### config.mk
export PLATFORM = sky130hd
export DESIGN_NAME = positional_insert_erase_list
export DESIGN_NICKNAME = d
export VERILOG_FILES = /design/src/plie_pkg.sv /design/src/positional_insert_erase_list.sv /design/src/plie_cell.sv
export SDC_FILE = /design/constraint.sdc
export NUM_CORES = 2
export LEC_CHECK = 0
export BUFFER_PORTS_ARGS = -buffer_cell sky130_fd_sc_hd__clkbuf_2
export CORE_ASPECT_RATIO = 2
export CORE_MARGIN = 5
export CORE_UTILIZATION = 55
export CTS_CLUSTER_DIAMETER = 40
export CTS_CLUSTER_SIZE = 10
export DETAILED_ROUTE_END_ITERATION = 8
export PLACE_DENSITY_LB_ADDON = 0.12
export SKIP_LAST_GASP = 1
export SLEW_MARGIN = 20
export SYNTH_ARGS = -nofsm -noshare
export SYNTH_HDL_FRONTEND = slang
export SYNTH_HIERARCHICAL = 1
export SYNTH_SLANG_ARGS = --single-unit
### constraint.sdc
create_clock -name clk -period 14.9 [get_ports clk]
set_input_delay 1.49 -clock clk [delete_from_list [all_inputs] [get_ports clk]]
set_output_delay 1.49 -clock clk [all_outputs]
set_load 0.1 [all_outputs]
### src/plie_pkg.sv
// ----------------------------------------------------------------------------
// plie_pkg: shared types for the positional insert/erase list
// Operation and status codes and the command broadcast to the row of cells.
// ----------------------------------------------------------------------------
package plie_pkg;

  localparam int WordW  = 32;
  localparam int PosW   = 6;
  localparam int OpW    = 3;
  localparam int StatW  = 2;

  typedef enum logic [OpW-1:0] {
    OP_APPEND = 3'd0,
    OP_REMOVE = 3'd1,
    OP_INSERT = 3'd2,
    OP_ERASE  = 3'd3,
    OP_READ   = 3'd4
  } op_t;

  typedef enum logic [StatW-1:0] {
    ST_OK    = 2'd0,
    ST_FULL  = 2'd1,
    ST_RANGE = 2'd2,
    ST_EMPTY = 2'd3
  } status_t;

  // What every cell does in the cycle of a transfer.
  typedef enum logic [1:0] {
    CELL_HOLD  = 2'd0,
    CELL_LOAD  = 2'd1,  // cell at pos takes the word, cells above take the left neighbor
    CELL_SHIFT = 2'd2   // cells at pos and above take the right neighbor
  } cell_op_t;

  typedef struct packed {
    cell_op_t           op;
    logic [WordW-1:0]   value;
  } cell_cmd_t;

endpackage

### src/positional_insert_erase_list.sv
// ----------------------------------------------------------------------------
// positional_insert_erase_list: bounded ordered list of signed words
// A row of cells holds the entries and shifts them all at once on insert
// and erase; every transfer in gives one result transfer out.
// ----------------------------------------------------------------------------
//
//  channel  dir  tdata                              tuser
//  s_*      in   position[5:0], value[37:6]         operation[2:0]
//  m_*      out  read_word[31:0], entry_count[37:32] status[1:0]
//
// One item per cycle: the whole row of cells updates in the cycle of the
// input transfer and the result sits in the output register the cycle after.
// The output register sets the rate; s_tready is high while it is empty or
// being drained, so a stalled m_tready stops input after one held result.
// Reset clears the count and the output valid; entries are not cleared and
// no clearing pass is run.
module positional_insert_erase_list #(
  parameter int CAPACITY = 32
) (
  input  logic        clk,
  input  logic        rst,
  input  logic        s_tvalid,
  output logic        s_tready,
  input  logic [39:0] s_tdata,   // position[5:0], value[37:6], zero fill
  input  logic [2:0]  s_tuser,   // operation[2:0]
  output logic        m_tvalid,
  input  logic        m_tready,
  output logic [39:0] m_tdata,   // read_word[31:0], entry_count[37:32], zero fill
  output logic [1:0]  m_tuser    // status[1:0]
);

  localparam int CW   = $clog2(CAPACITY + 1);
  localparam int CMPW = (CW > plie_pkg::PosW) ? CW : plie_pkg::PosW;
  localparam logic [CMPW-1:0] Cap = CMPW'(CAPACITY);

  logic [CW-1:0]               cnt;
  logic [CW-1:0]               cnt_next;
  logic [CMPW-1:0]             cnt_ext;
  logic [CMPW-1:0]             pos_ext;
  logic [CMPW-1:0]             cell_pos;
  logic                        s_acc;
  logic                        full;
  logic                        empty;
  plie_pkg::op_t               op;
  plie_pkg::status_t           status_next;
  plie_pkg::cell_cmd_t         cmd;
  logic                        rd_sel;
  logic [plie_pkg::WordW-1:0]  rd_any;
  logic [plie_pkg::WordW-1:0]  in_value;

  logic [plie_pkg::WordW-1:0]  entry   [CAPACITY];
  logic [plie_pkg::WordW-1:0]  rd_word [CAPACITY];

  logic [plie_pkg::WordW-1:0]  read_word;
  logic [CMPW-1:0]             out_cnt;
  plie_pkg::status_t           status;

  assign s_acc    = s_tvalid && s_tready;
  assign s_tready = !m_tvalid || m_tready;
  assign op       = plie_pkg::op_t'(s_tuser);
  assign in_value = s_tdata[37:6];
  assign pos_ext  = CMPW'(s_tdata[5:0]);
  assign cnt_ext  = CMPW'(cnt);
  assign full     = (cnt_ext >= Cap);
  assign empty    = (cnt == '0);

  // Decode the operation into a cell command, the new count and the status.
  always_comb begin
    cmd.op      = plie_pkg::CELL_HOLD;
    cmd.value   = in_value;
    cell_pos    = pos_ext;
    cnt_next    = cnt;
    status_next = plie_pkg::ST_OK;
    rd_sel      = 1'b0;
    unique case (op)
      plie_pkg::OP_APPEND: begin
        cell_pos = cnt_ext;
        if (full) begin
          status_next = plie_pkg::ST_FULL;
        end else begin
          cmd.op   = plie_pkg::CELL_LOAD;
          cnt_next = cnt + CW'(1);
        end
      end
      plie_pkg::OP_REMOVE: begin
        if (empty) begin
          status_next = plie_pkg::ST_EMPTY;
        end else begin
          cnt_next = cnt - CW'(1);
        end
      end
      plie_pkg::OP_INSERT: begin
        if (pos_ext > cnt_ext) begin
          status_next = plie_pkg::ST_RANGE;
        end else if (full) begin
          status_next = plie_pkg::ST_FULL;
        end else begin
          cmd.op   = plie_pkg::CELL_LOAD;
          cnt_next = cnt + CW'(1);
        end
      end
      plie_pkg::OP_ERASE: begin
        if (empty) begin
          status_next = plie_pkg::ST_EMPTY;
        end else if (pos_ext >= cnt_ext) begin
          status_next = plie_pkg::ST_RANGE;
        end else begin
          cmd.op   = plie_pkg::CELL_SHIFT;
          cnt_next = cnt - CW'(1);
        end
      end
      plie_pkg::OP_READ: begin
        if (empty) begin
          status_next = plie_pkg::ST_EMPTY;
        end else if (pos_ext >= cnt_ext) begin
          status_next = plie_pkg::ST_RANGE;
        end else begin
          rd_sel = 1'b1;
        end
      end
      default: begin
      end
    endcase
    if (!s_acc) begin
      cmd.op = plie_pkg::CELL_HOLD;
    end
  end

  for (genvar i = 0; i < CAPACITY; i++) begin : g_cell
    logic [plie_pkg::WordW-1:0] left;
    logic [plie_pkg::WordW-1:0] right;
    if (i == 0) begin : g_first
      assign left = '0;
    end else begin : g_mid_l
      assign left = entry[i-1];
    end
    // The top cell has no right neighbor and takes zero on erase.
    if (i == CAPACITY - 1) begin : g_last
      assign right = '0;
    end else begin : g_mid_r
      assign right = entry[i+1];
    end
    plie_cell #(
      .INDEX (i),
      .PW    (CMPW)
    ) u_cell (
      .clk     (clk),
      .cmd     (cmd),
      .pos     (cell_pos),
      .left    (left),
      .right   (right),
      .entry   (entry[i]),
      .rd_word (rd_word[i])
    );
  end

  // At most one cell matches the position, so the read bus is an OR.
  always_comb begin
    rd_any = '0;
    for (int i = 0; i < CAPACITY; i++) begin
      rd_any = rd_any | rd_word[i];
    end
  end

  always_ff @(posedge clk) begin
    if (rst) begin
      cnt      <= '0;
      m_tvalid <= 1'b0;
    end else begin
      if (s_acc) begin
        cnt      <= cnt_next;
        m_tvalid <= 1'b1;
      end else if (m_tready) begin
        m_tvalid <= 1'b0;
      end
    end
  end

  always_ff @(posedge clk) begin
    if (s_acc) begin
      read_word <= rd_sel ? rd_any : '0;
      out_cnt   <= CMPW'(cnt_next);
      status    <= status_next;
    end
  end

  assign m_tdata = {2'b00, out_cnt[5:0], read_word};
  assign m_tuser = status;

  a_cnt_bound: assert property (@(posedge clk) disable iff (rst)
    cnt_ext <= Cap)
    else $error("entry count above capacity");

  a_cnt_step: assert property (@(posedge clk) disable iff (rst)
    s_acc |=> (cnt == $past(cnt)) || (cnt == $past(cnt) + CW'(1)) ||
              (cnt == $past(cnt) - CW'(1)))
    else $error("entry count moved by more than one");

  a_full_count: assert property (@(posedge clk) disable iff (rst)
    m_tvalid && (status == plie_pkg::ST_FULL) |-> out_cnt == Cap)
    else $error("full status with list not full");

  a_empty_count: assert property (@(posedge clk) disable iff (rst)
    m_tvalid && (status == plie_pkg::ST_EMPTY) |-> out_cnt == '0)
    else $error("empty status with entries held");

  a_word_ok: assert property (@(posedge clk) disable iff (rst)
    m_tvalid && (status != plie_pkg::ST_OK) |-> read_word == '0)
    else $error("read word driven on failed operation");

endmodule

### src/plie_cell.sv
// ----------------------------------------------------------------------------
// plie_cell: one entry of the list
// Holds one word, loads it, or takes it from a neighbor, and drives it onto
// the read bus when its index matches the position.
// ----------------------------------------------------------------------------
module plie_cell #(
  parameter int INDEX = 0,
  parameter int PW    = 6
) (
  input  logic                          clk,
  input  plie_pkg::cell_cmd_t           cmd,
  input  logic [PW-1:0]                 pos,
  input  logic [plie_pkg::WordW-1:0]    left,
  input  logic [plie_pkg::WordW-1:0]    right,
  output logic [plie_pkg::WordW-1:0]    entry,
  output logic [plie_pkg::WordW-1:0]    rd_word
);

  localparam logic [PW-1:0] Idx = PW'(INDEX);

  always_ff @(posedge clk) begin
    unique case (cmd.op)
      plie_pkg::CELL_LOAD: begin
        if (Idx == pos) begin
          entry <= cmd.value;
        end else if (Idx > pos) begin
          entry <= left;
        end
      end
      plie_pkg::CELL_SHIFT: begin
        if (Idx >= pos) begin
          entry <= right;
        end
      end
      default: begin
      end
    endcase
  end

  assign rd_word = (Idx == pos) ? entry : '0;

endmodule

==> summary.md <==
| Metric | Value |
|---|---|
| Result of the run | finished with violations |
| Violated checks | design-rule violations |
| Worst hold start | m_tvalid |
| Core Box Area | 130100 sq um |
| Endpoint of the most critical register-to-register path | read_word[22] |
| Worst reg2reg startpoint | cnt[0] |
| CTS Sinks | 1071 |
| Clock insertion delay at the later pin of the skew report | 0.78 ns |
| Top FF cell, synth | sky130_fd_sc_hd__edfxtp_1 |
| Instance count of the mapped netlist | approximately 8000 |
| Post-synth EDFFs | 1064 |
| Cts bufs inserted | 140 |
| Number of instances resized during post-cts repair | 0 |
| Minimum setup slack among reg-to-reg paths | slightly below 10 ns |
| FMAX | 0.1585 GHz |
| Number of detailed-route iterations in the first pass | 9 |
| Number of storage elements in the synthesis netlist | ~1100 |
| DRT antenna net count | 0 |
| Async set or reset register ratio after synthesis | 0% |
| Number of global-route vias before repair | 67700 |
| Pin count of the biggest net entering global routing | 93 |
| Slew @ Worst Pin | about 1.1 ns |
| Maximum vdd drop | 0.1079 mV |
| Class of the tightest hold or removal check | flop to flop |
| Unrepaired setup endpoints after global routing | false |
| Vias | 66880 |
| Min Hold Slack | 0.5456 ns |
| Setup-violating endpoint count in the final report | 0 |
| Final critical delay including setup and external delays | around 6.3 ns |
| Average size of a mapped cell | 9.158 sq um |
| Internal power component | about 5.5 mW |
| Share of total power consumed by net switching | 27.48% |
| Distinct cells, synth | 107 |
| Number of H-tree levels | 4 |
| Number of buffers inserted by port buffering | 86 |
| Combined area of all synthesized cells | 72030 sq um |
| Kind of end point of the critical path | flop |
| Leakage | 26.58 nW |
| Worst-case hold path end point | m_tvalid |
| Number of placed cells counting well taps | just over 9000 |
| Headroom to the max-slew limit | 23.01% |
| Hold Fails Final Rpt | 0 |
| Buffer depth of the longest clock path | 3 |
| Part of the power in the clock network | roughly 44% |
| Data arrival time of the critical path | 6.82 ns |
| Die Span Y | between 500 and 600 microns |
| Switching power total | 2.070 mW |
| TritonCTS clock tree | built |
| Setup tns final | 0 ns |
| Half-perimeter wire length of the detailed placement result | just under 200000 microns |
| Post-route design area | 76780 sq um |
| Cell at the root of the clock tree | sky130_fd_sc_hd__clkbuf_16 |
| Final wirelength | 264800 microns |
| Number of nets at the end of the flow | 7574 |
| Instance area at placement | 72470 sq um |
| Growth of design area from synthesis to finish | 6.599% |
| Avg WL per Cell | 28.50 microns |
| Startpoint type of the worst setup path | primary input |
| GR Util All Layers | 36.14% |
| R2R cell count | 13 |
| Number of top-level design ports | 91 |
| Final Slew Violations | 0 |
| Part of the cycle the worst path needs | 42.34% |
| Post-CTS Setup Inserts | 0 |
| Max-cap violations | 0 |
| Fraction of final layout cells with drive strength greater than 1 | approximately an eighth |
| Initial standard-cell utilization of the core | between 50 and 60% |
| Iter 0 DRT Violations | approximately 7500 |
| Number of hold-repair buffers added at the cts stage | 0 |
| P per Cell Area | roughly 98 nW/um^2 |
| Power after layout | 7.532 mW |
| Overall die width | 265.9 microns |
| Share of the yosys chip area belonging to registers | 44.55% |
| Smallest setup slack after layout | 8.592 ns |
| Die Outline Area | 138700 sq um |
| Gr ovfl total | 0 |
| Residual DRC | 1 |
| Critical path start-end classification | primary input to flop |
| YS warnings | 6 |
| Cell row count | ~190 |
| Count of cells along the worst hold path | 2 |
| Combinational group share of total power | 11.3% |
| Pre-CTS setup slack | 8.006 ns |
| Req. time, crit path | about 15 ns |
| Worst clock skew | 0.01891 ns |
| Maximum fanout along the worst path | 41 |
| Clock transition time at the flip-flop clock pins of the worst setup and hold paths | 0.06 ns |
| Antenna violations before repair | 5 |
| Core utilization of the finished layout | 59.02% |
| Global-route wire length before repair | between 300000 and 400000 microns |
| DR vias/cell | slightly above 7 |
| Proportion of power drawn by flip-flops and latches | 44.8% |
| Weighted congestion reported at the end of routability-driven placement | ~0.94 |
| Number of standard cells in the layout, taps in and fillers out | 9291 |
-- worst max-delay path by stage --
| stage | start | endpoint | slack (ns) |
|---|---|---|---|
| global placement | s_tuser[0] | read_word[31] | 8.10 |
| global route | s_tuser[0] | read_word[31] | 8.57 |
| finish | s_tuser[0] | read_word[31] | 8.59 |
| CTS | s_tuser[0] | read_word[31] | 8.84 |
| detailed placement | s_tuser[0] | read_word[31] | 8.01 |
| floorplan | m_tready | g_cell[10].u_cell/entry[0] | 2.13 |
-- cell usage after synthesis (all sizes together) (4+ instances only) --
cell	count	area, sq um
a2111oi	4	41.29
a211oi	4	35.03
or4b	7	88.84
nand4bb	6	67.56
and3	454	2843
dlygate4sd1	7	61.31
o22ai	4	25.02
or2	17	111.4
o31a	5	43.79
dfxtp	7	140.1
o211ai	493	4732
nand3b	4	50.05
nand2	517	1941
nand4	111	715.7
and4bb	5	62.56
nor2b	39	244.0
nor4	261	1684
and2	582	3641
buf	362	2783
xnor2	11	96.34
inv	20	75.07
a31oi	492	3078
nand2b	63	396.6
nor2	887	3696
o21ai	758	3794
nor4b	5	92.59
o31ai	32	240.2
and4	4	35.03
a221oi	14	153.9
edfxtp	1064	31950
clkbuf	480	1912
nand3	137	705.7
nor3	20	142.6
a21oi	626	3137
a21o	5	38.79
mux2	6	67.56
a41oi	285	2496
ha	9	112.6
or3	11	73.82
or4	7	67.56
-- power groups by stage --
stage	Sequential, mW	Combinational [mW]	Clock (mW)
after global placement	3.43	0.798	0
after CTS	3.37	0.817	3.34
final	3.37	0.849	3.31
after global routing	3.38	0.874	3.44
after floorplan	3.47	0.487	0
after detailed placement	3.43	0.816	0
-- cells in the final DEF (no fill, tap or decap), types with 9 or more instances in the layout --
cell type	count
sky130_fd_sc_hd__o31ai_1	32
sky130_fd_sc_hd__or3_1	9
sky130_fd_sc_hd__o21ai_1	191
sky130_fd_sc_hd__xnor2_1	11
sky130_fd_sc_hd__ha_1	9
sky130_fd_sc_hd__clkinv_1	18
sky130_fd_sc_hd__a21oi_1	619
sky130_fd_sc_hd__clkbuf_16	147
sky130_fd_sc_hd__o21ai_0	566
sky130_fd_sc_hd__nor2_1	831
sky130_fd_sc_hd__a41oi_1	285
sky130_fd_sc_hd__nor2b_4	23
sky130_fd_sc_hd__o211ai_1	287
sky130_fd_sc_hd__nand2b_2	18
sky130_fd_sc_hd__nor3_2	9
sky130_fd_sc_hd__clkbuf_1	16
sky130_fd_sc_hd__and3_1	452
sky130_fd_sc_hd__inv_1	17
sky130_fd_sc_hd__buf_4	205
sky130_fd_sc_hd__a221oi_4	11
sky130_fd_sc_hd__o211ai_2	206
sky130_fd_sc_hd__nand4_1	109
sky130_fd_sc_hd__nand2b_1	45
sky130_fd_sc_hd__clkinv_2	9
sky130_fd_sc_hd__and2_1	581
sky130_fd_sc_hd__bufinv_16	10
sky130_fd_sc_hd__clkbuf_2	86
sky130_fd_sc_hd__edfxtp_1	1064
sky130_fd_sc_hd__nor2_4	43
sky130_fd_sc_hd__nand3_1	132
sky130_fd_sc_hd__nor4_1	257
sky130_fd_sc_hd__conb_1	66
sky130_fd_sc_hd__nand2_1	516
sky130_fd_sc_hd__a31oi_1	492
-- critical path, stage by stage --
cell	delay, ns
sky130_fd_sc_hd__clkbuf_2	0.22
sky130_fd_sc_hd__nor3_2	0.78
sky130_fd_sc_hd__mux2_8	0.52
sky130_fd_sc_hd__buf_4	0.62
sky130_fd_sc_hd__buf_4	0.64
sky130_fd_sc_hd__or3_1	0.20
sky130_fd_sc_hd__buf_4	0.43
sky130_fd_sc_hd__nor2_8	0.20
sky130_fd_sc_hd__and2_1	0.22
sky130_fd_sc_hd__nor4_1	0.39
sky130_fd_sc_hd__nand4_1	0.26
sky130_fd_sc_hd__nor2_1	0.62
sky130_fd_sc_hd__nor2_4	0.02
-- state kept, by name, summed over array words and instances (netlist names) --
register             cells
cnt                      6
g_cell.u_cell/entry   1024
m_tuser                  2
m_tvalid                 1
out_cnt                  6
read_word               32
-- kinds of logic (layout without fill, tap and decap cells) --
logic type / after synthesis / in the layout / synth area share [%]
buffers and inverters: 871 / 530 / 6.718
XOR/XNOR: 13 / 13 / 0.1581
flip-flops: 1071 / 1071 / 44.55
multiplexers: 6 / 6 / 0.09380
AND/OR/NAND/NOR: 3149 / 3149 / 23.29
other: 1 / 67 / 0.005207
AO/OA/AOI/OAI: 2745 / 2745 / 25.03
adder cells (fa/ha/maj): 9 / 9 / 0.1563
-- final cells by class --
cell class	count	area (sq um)
clock buffer	163	3739
fill	11590	53310
timing repair buffer	295	2049
clock inverter	50	530.5
multi-input combinational	5988	36160
tap	1701	2128
inverter	22	82.58
sequential	1071	32090
antenna	1	2.502
-- routing by layer --
metal | up-vias | share of wire (%) | track usage [%]
met5 | - | 0.018 | 0
met4 | 8 | 8.4 | 28.01
met3 | 1644 | 6.8 | 5.593
met2 | 4300 | 54 | 68.50
met1 | 31820 | 31 | 34.08
li1 | 29110 | - | -
No activity file was read; power rests on OpenSTA's default activity.
